## src/hw/rtl/mpq_pkg.sv

```systemverilog
// Shared types and constants for the min priority queue unit.
package mpq_pkg;

   localparam int KEY_WIDTH    = 32;
   localparam int OP_WIDTH     = 2;
   localparam int OCC_WIDTH    = 7;
   localparam int DEF_CAPACITY = 64;

   localparam logic [OP_WIDTH-1:0] OP_INSERT  = 2'd0;
   localparam logic [OP_WIDTH-1:0] OP_FIND    = 2'd1;
   localparam logic [OP_WIDTH-1:0] OP_EXTRACT = 2'd2;

   // Command broadcast to every cell of the sorted row.
   typedef struct packed {
      logic                        insert;
      logic                        extract;
      logic signed [KEY_WIDTH-1:0] key;
   } cell_cmd_type;

endpackage

```

## src/hw/rtl/mpq_cell.sv

```systemverilog
// One slot of the sorted key row: keeps, takes the new key, or shifts.
module mpq_cell
   import mpq_pkg::*;
(
   input  logic                        clock,
   input  cell_cmd_type                cmd,
   input  logic                        occupied,
   input  logic                        left_le,
   input  logic signed [KEY_WIDTH-1:0] left_key,
   input  logic signed [KEY_WIDTH-1:0] right_key,
   output logic signed [KEY_WIDTH-1:0] key_ff,
   output logic                        own_le
);

   logic signed [KEY_WIDTH-1:0] key_in;

   // slot holds a key not above the incoming one: it stays put
   assign own_le = occupied && (key_ff <= cmd.key);

   always_comb begin
      key_in = key_ff;
      if (cmd.insert) begin
         if (!own_le) begin
            key_in = left_le ? cmd.key : left_key;
         end
      end else if (cmd.extract) begin
         key_in = right_key;
      end
   end

   always_ff @(posedge clock) begin
      key_ff <= key_in;
   end

endmodule

```

## config.mk

```make
export PLATFORM = sky130hd
export DESIGN_NAME = mpq_cell
export DESIGN_NICKNAME = d
export VERILOG_FILES = /design/src/hw/rtl/mpq_pkg.sv /design/src/hw/rtl/mpq_cell.sv
export SDC_FILE = /design/constraint.sdc
export NUM_CORES = 1
export LEC_CHECK = 0
export BUFFER_PORTS_ARGS = -buffer_cell sky130_fd_sc_hd__buf_2
export CORE_UTILIZATION = 25
export CTS_CLUSTER_DIAMETER = 30
export CTS_CLUSTER_SIZE = 25
export DETAILED_ROUTE_END_ITERATION = 16
export GPL_TIMING_DRIVEN = 1
export PLACE_DENSITY = 0.48
export SYNTH_ARGS = -nofsm -noshare
export SYNTH_HDL_FRONTEND = slang
export SYNTH_SLANG_ARGS = --single-unit
```

## constraint.sdc

```tcl
create_clock -name clock -period 14.3 [get_ports clock]
set_clock_uncertainty 0.05 [all_clocks]
set_input_delay 4.29 -clock clock [delete_from_list [all_inputs] [get_ports clock]]
set_output_delay 4.29 -clock clock [all_outputs]
set_load 0.02 [all_outputs]
```

==> flow_summary.html <==
<table>
<tr><th>Metric</th><th>Value</th></tr>
<tr><th colspan="2">Final layout</th></tr>
<tr><td>Layout cells sized above 1</td><td>0.375</td></tr>
<tr><td>Net count, final</td><td>519</td></tr>
<tr><td>Top reg by flops</td><td>key_ff</td></tr>
<tr><td>Antenna diode count</td><td>0</td></tr>
<tr><td>Filler cell count</td><td>1072</td></tr>
<tr><td>Most common library cell in the layout ignoring fill and taps</td><td>sky130_fd_sc_hd__buf_2</td></tr>
<tr><td>Core utilization of the finished layout</td><td>0.347</td></tr>
<tr><td>Highest-count cells in the layout ignoring fill and taps</td><td>sky130_fd_sc_hd__buf_2, sky130_fd_sc_hd__a21oi_1, sky130_fd_sc_hd__inv_1, sky130_fd_sc_hd__nor2_1</td></tr>
<tr><td>Max reg flops</td><td>32</td></tr>
<tr><td>Layout Area Growth over Synthesis</td><td>35.7%</td></tr>
<tr><td>Leading registers by flop count</td><td>key_ff (32)</td></tr>
<tr><th colspan="2">Setup path</th></tr>
<tr><td>Cell breakdown of the critical path</td><td>buf_2, inv_1, ha_1, nand4_1, or2_1, a211oi_1, nor4_1, a31o_1, buf_2</td></tr>
<tr><td>Endpoint class of the critical path</td><td>primary output</td></tr>
<tr><td>Data required time of the critical path</td><td>9.96 ns</td></tr>
<tr><td>Cell with the biggest individual delay on the critical path</td><td>sky130_fd_sc_hd__nor4_1</td></tr>
<tr><td>Maximum net fanout on the critical path</td><td>3</td></tr>
<tr><td>Worst setup path class</td><td>in2out</td></tr>
<tr><td>Critical path launch point type</td><td>input pin</td></tr>
<tr><td>Family with the most delay on the worst path</td><td>simple AND/OR/NAND/NOR gates</td></tr>
<tr><td>Cell repeated most along the worst path</td><td>sky130_fd_sc_hd__buf_2</td></tr>
<tr><td>Crit path largest cell delay</td><td>0.63 ns</td></tr>
<tr><td>Data arrival time of the worst path</td><td>6.23 ns</td></tr>
<tr><td>Buffers and inverters on the worst path</td><td>3</td></tr>
<tr><th colspan="2">GRT</th></tr>
<tr><td>Maximum number of pins on one net before global-route repair</td><td>68</td></tr>
<tr><td>Overflow left after global routing</td><td>0</td></tr>
<tr><td>Number of antenna violations at the first check in global routing</td><td>0</td></tr>
<tr><td>Via count of the first global-routing pass</td><td>~2100</td></tr>
<tr><td>Wire length of the first global-routing pass</td><td>9550 um</td></tr>
<tr><td>Total Routing Usage GR</td><td>0.120</td></tr>
<tr><th colspan="2">Timing</th></tr>
<tr><td>Worst rel slew slack</td><td>0.224</td></tr>
<tr><td>Accumulated negative setup slack</td><td>0 ns</td></tr>
<tr><td>Final cycle utilization of the critical path</td><td>0.739</td></tr>
<tr><td>Final setup violation count</td><td>0</td></tr>
<tr><td>Setup repair after global routing missed its margin</td><td>no</td></tr>
<tr><td>Final critical path time including I/O delays and setup</td><td>10.57 ns</td></tr>
<tr><td>Final hold violations</td><td>0</td></tr>
<tr><td>Worst Tran Pin Value</td><td>around 1.2 ns</td></tr>
<tr><td>Achievable Freq</td><td>94.6 MHz</td></tr>
<tr><td>Number of pins exceeding their max-slew limit in the final report</td><td>0</td></tr>
<tr><th colspan="2">Pwr</th></tr>
<tr><td>Standby leakage power</td><td>0.00173 uW</td></tr>
<tr><td>Logic gate share of total power</td><td>0.324</td></tr>
<tr><td>Net switching component of the power</td><td>94.3 uW</td></tr>
<tr><td>Internal power consumption</td><td>190 uW</td></tr>
<tr><td>Total power per unit cell area</td><td>around 84 mW/mm2</td></tr>
<tr><td>Fraction of power consumed by the clock network</td><td>0.244</td></tr>
<tr><td>Relative contribution of sequential cells to total power</td><td>0.432</td></tr>
<tr><td>VDD IR max</td><td>0.0309 mV</td></tr>
<tr><td>Switching power share of the total</td><td>0.332</td></tr>
<tr><th colspan="2">Min path</th></tr>
<tr><td>Worst min path class</td><td>reg2reg</td></tr>
<tr><th colspan="2">Die</th></tr>
<tr><td>Overall die height</td><td>a little over 100 um</td></tr>
<tr><td>Top-level port count</td><td>134</td></tr>
<tr><td>Full die area</td><td>0.0104 mm2</td></tr>
<tr><td>Total number of placement rows</td><td>36</td></tr>
<tr><td>Floorplan core area</td><td>a little under 0.01 mm2</td></tr>
<tr><td>Width of the chip</td><td>102 um</td></tr>
<tr><td>Initial core utilization</td><td>0.256</td></tr>
<tr><th colspan="2">Synth</th></tr>
<tr><td>Post-synthesis instance area</td><td>between 0.002 and 0.0025 mm2</td></tr>
<tr><td>Register bit total from synthesis</td><td>32</td></tr>
<tr><td>Post-synthesis sequential area ratio</td><td>0.386</td></tr>
<tr><td>Number of unique standard cell types used by synthesis</td><td>33</td></tr>
<tr><td>Synth area leaders</td><td>sky130_fd_sc_hd__edfxtp_1, sky130_fd_sc_hd__ha_1, sky130_fd_sc_hd__mux2i_1</td></tr>
<tr><td>Number of cells produced by synthesis</td><td>256</td></tr>
<tr><td>Count of warnings emitted by yosys</td><td>0</td></tr>
<tr><td>Fraction of registers with async set/reset</td><td>0</td></tr>
<tr><td>Post-Syn Area per Cell</td><td>9.73 um2</td></tr>
<tr><td>Number of synthesized flops with an enable pin</td><td>32</td></tr>
<tr><td>Post-synth net total</td><td>around 390</td></tr>
<tr><td>Cell type contributing the most total cell area after synthesis</td><td>sky130_fd_sc_hd__edfxtp_1</td></tr>
<tr><td>Fraction of post-synthesis cell area in the top cell type by area</td><td>0.386</td></tr>
<tr><td>Most used flip-flop cell after synthesis</td><td>sky130_fd_sc_hd__edfxtp_1</td></tr>
<tr><th colspan="2">Clock network</th></tr>
<tr><td>Clock latency reported for the late side of the worst-skew pair</td><td>~0.28 ns</td></tr>
<tr><td>Post-CTS Resized</td><td>0</td></tr>
<tr><td>H-Tree Level Count</td><td>2</td></tr>
<tr><td>CTS Hold Buffers Added</td><td>0</td></tr>
<tr><td>Clock tree from TritonCTS</td><td>built</td></tr>
<tr><td>Buffer count from post-CTS setup fixing</td><td>0</td></tr>
<tr><td>Clock sink count</td><td>32</td></tr>
<tr><td>Total CTS buffers</td><td>5</td></tr>
<tr><td>CTS clk-pin slew, worst paths</td><td>0.07 ns</td></tr>
<tr><td>Number of buffers between clock root and the deepest sink</td><td>2</td></tr>
<tr><td>Master cell of the clock root buffer</td><td>sky130_fd_sc_hd__clkbuf_8</td></tr>
<tr><th colspan="2">Routing</th></tr>
<tr><td>Via Count</td><td>2261</td></tr>
<tr><td>DRC viols</td><td>0</td></tr>
<tr><td>Via density</td><td>~4.3</td></tr>
<tr><td>Number of routed nets with antenna violations</td><td>0</td></tr>
<tr><td>Wire length per cell</td><td>between 10 and 15 um</td></tr>
<tr><td>Wire length after detailed routing</td><td>6290 um</td></tr>
<tr><td>Number of detailed-routing iterations run before antenna repair</td><td>4</td></tr>
<tr><td>First DRT Iteration DRCs</td><td>32</td></tr>
<tr><th colspan="2">Placement</th></tr>
<tr><td>GP Congestion</td><td>0.683</td></tr>
<tr><td>DPL Wire Length</td><td>4950 um</td></tr>
<tr><td>Port Buf Inserts</td><td>133</td></tr>
<tr><th colspan="2">Flow run</th></tr>
<tr><td>Reported max-cap violation count</td><td>0</td></tr>
<tr><th colspan="2">Status</th></tr>
<tr><td>Status</td><td>complete, no violations</td></tr>
</table>
-- final timing paths --
| check | cells after the start | slack, ns | to | from |
|---|---|---|---|---|
| setup / recovery | 9 | 3.73 | own_le | cmd[29] |
| hold / removal | 4 | 1.28 | key_ff[19] | key_ff[31] |
| setup reg to reg | 6 | 11.21 | key_ff[10] | key_ff[30] |
| hold reg to reg | 4 | 1.28 | key_ff[19] | key_ff[31] |
-- through the flow --
stage               power (uW)  cell area [um2]  hold slack [ns]  worst slack (ns)  cells
finish                     284             3380             1.28              3.73    520
floorplan                  181             2490             1.45              4.27    256
global route               303             3380             1.38              3.60    520
detailed placement         219             3300             1.30              3.72    512
CTS                        290             3380             1.31              3.71    520
global placement           218             3300             1.25              3.81    512
-- synthesized netlist by cell type (all sizes together), types with 3 or more instances --
library cell,n
nand4,6
edfxtp,32
ha,32
nor4,3
clkbuf,5
buf,6
inv,33
a21o,5
nand3,5
nor2,33
nand2,4
a21oi,43
mux2i,32
-- layer usage --
| layer | GRT usage | part of all wire | vias to the layer above |
|---|---|---|---|
| li1 | - | - | 1194 |
| met1 | 0.143 | 0.45 | 981 |
| met2 | 0.213 | 0.47 | 78 |
| met3 | 0.0294 | 0.068 | 8 |
| met4 | 0.0363 | 0.010 | 0 |
| met5 | 0 | 0 | - |
-- power groups by stage --
stage | sequential (uW) | clock [uW] | combinational (uW)
6_report | 123 | 69.3 | 92.1
4_1_cts | 123 | 73.3 | 94.1
2_1_floorplan | 137 | 0 | 43.9
3_3_place_gp | 125 | 0 | 93.1
3_5_place_dp | 125 | 0 | 93.5
5_1_grt | 124 | 75.7 | 104
-- worst register-to-register path: cells and delay by family, from the launching register on --
kind | cells | cell delay, ns
compound gates | 2 | 1.27
simple gates | 3 | 0.67
flops | 1 | 0.40
fa+ha+maj | 1 | 0.31
-- kinds of logic after synthesis --
family                   count (synthesis)  synth area share
AO/OA/AOI/OAI                           59             0.140
adder cells (fa/ha/maj)                 32             0.161
buffers and inverters                   44            0.0678
flip-flops                              32             0.386
multiplexers                            32             0.129
AND/OR/NAND/NOR                         57             0.118
-- cell type report --
type	count	area, um2	area share
inverters	33	124	0.0366
flip-flops and latches	32	961	0.284
clock buffers	7	76.3	0.0226
repair buffers	134	673	0.199
multi-input cells	180	1380	0.407
clock inverters	1	3.75	0.00111
well taps	133	166	0.0492
Power figures use the tool's default switching activity.
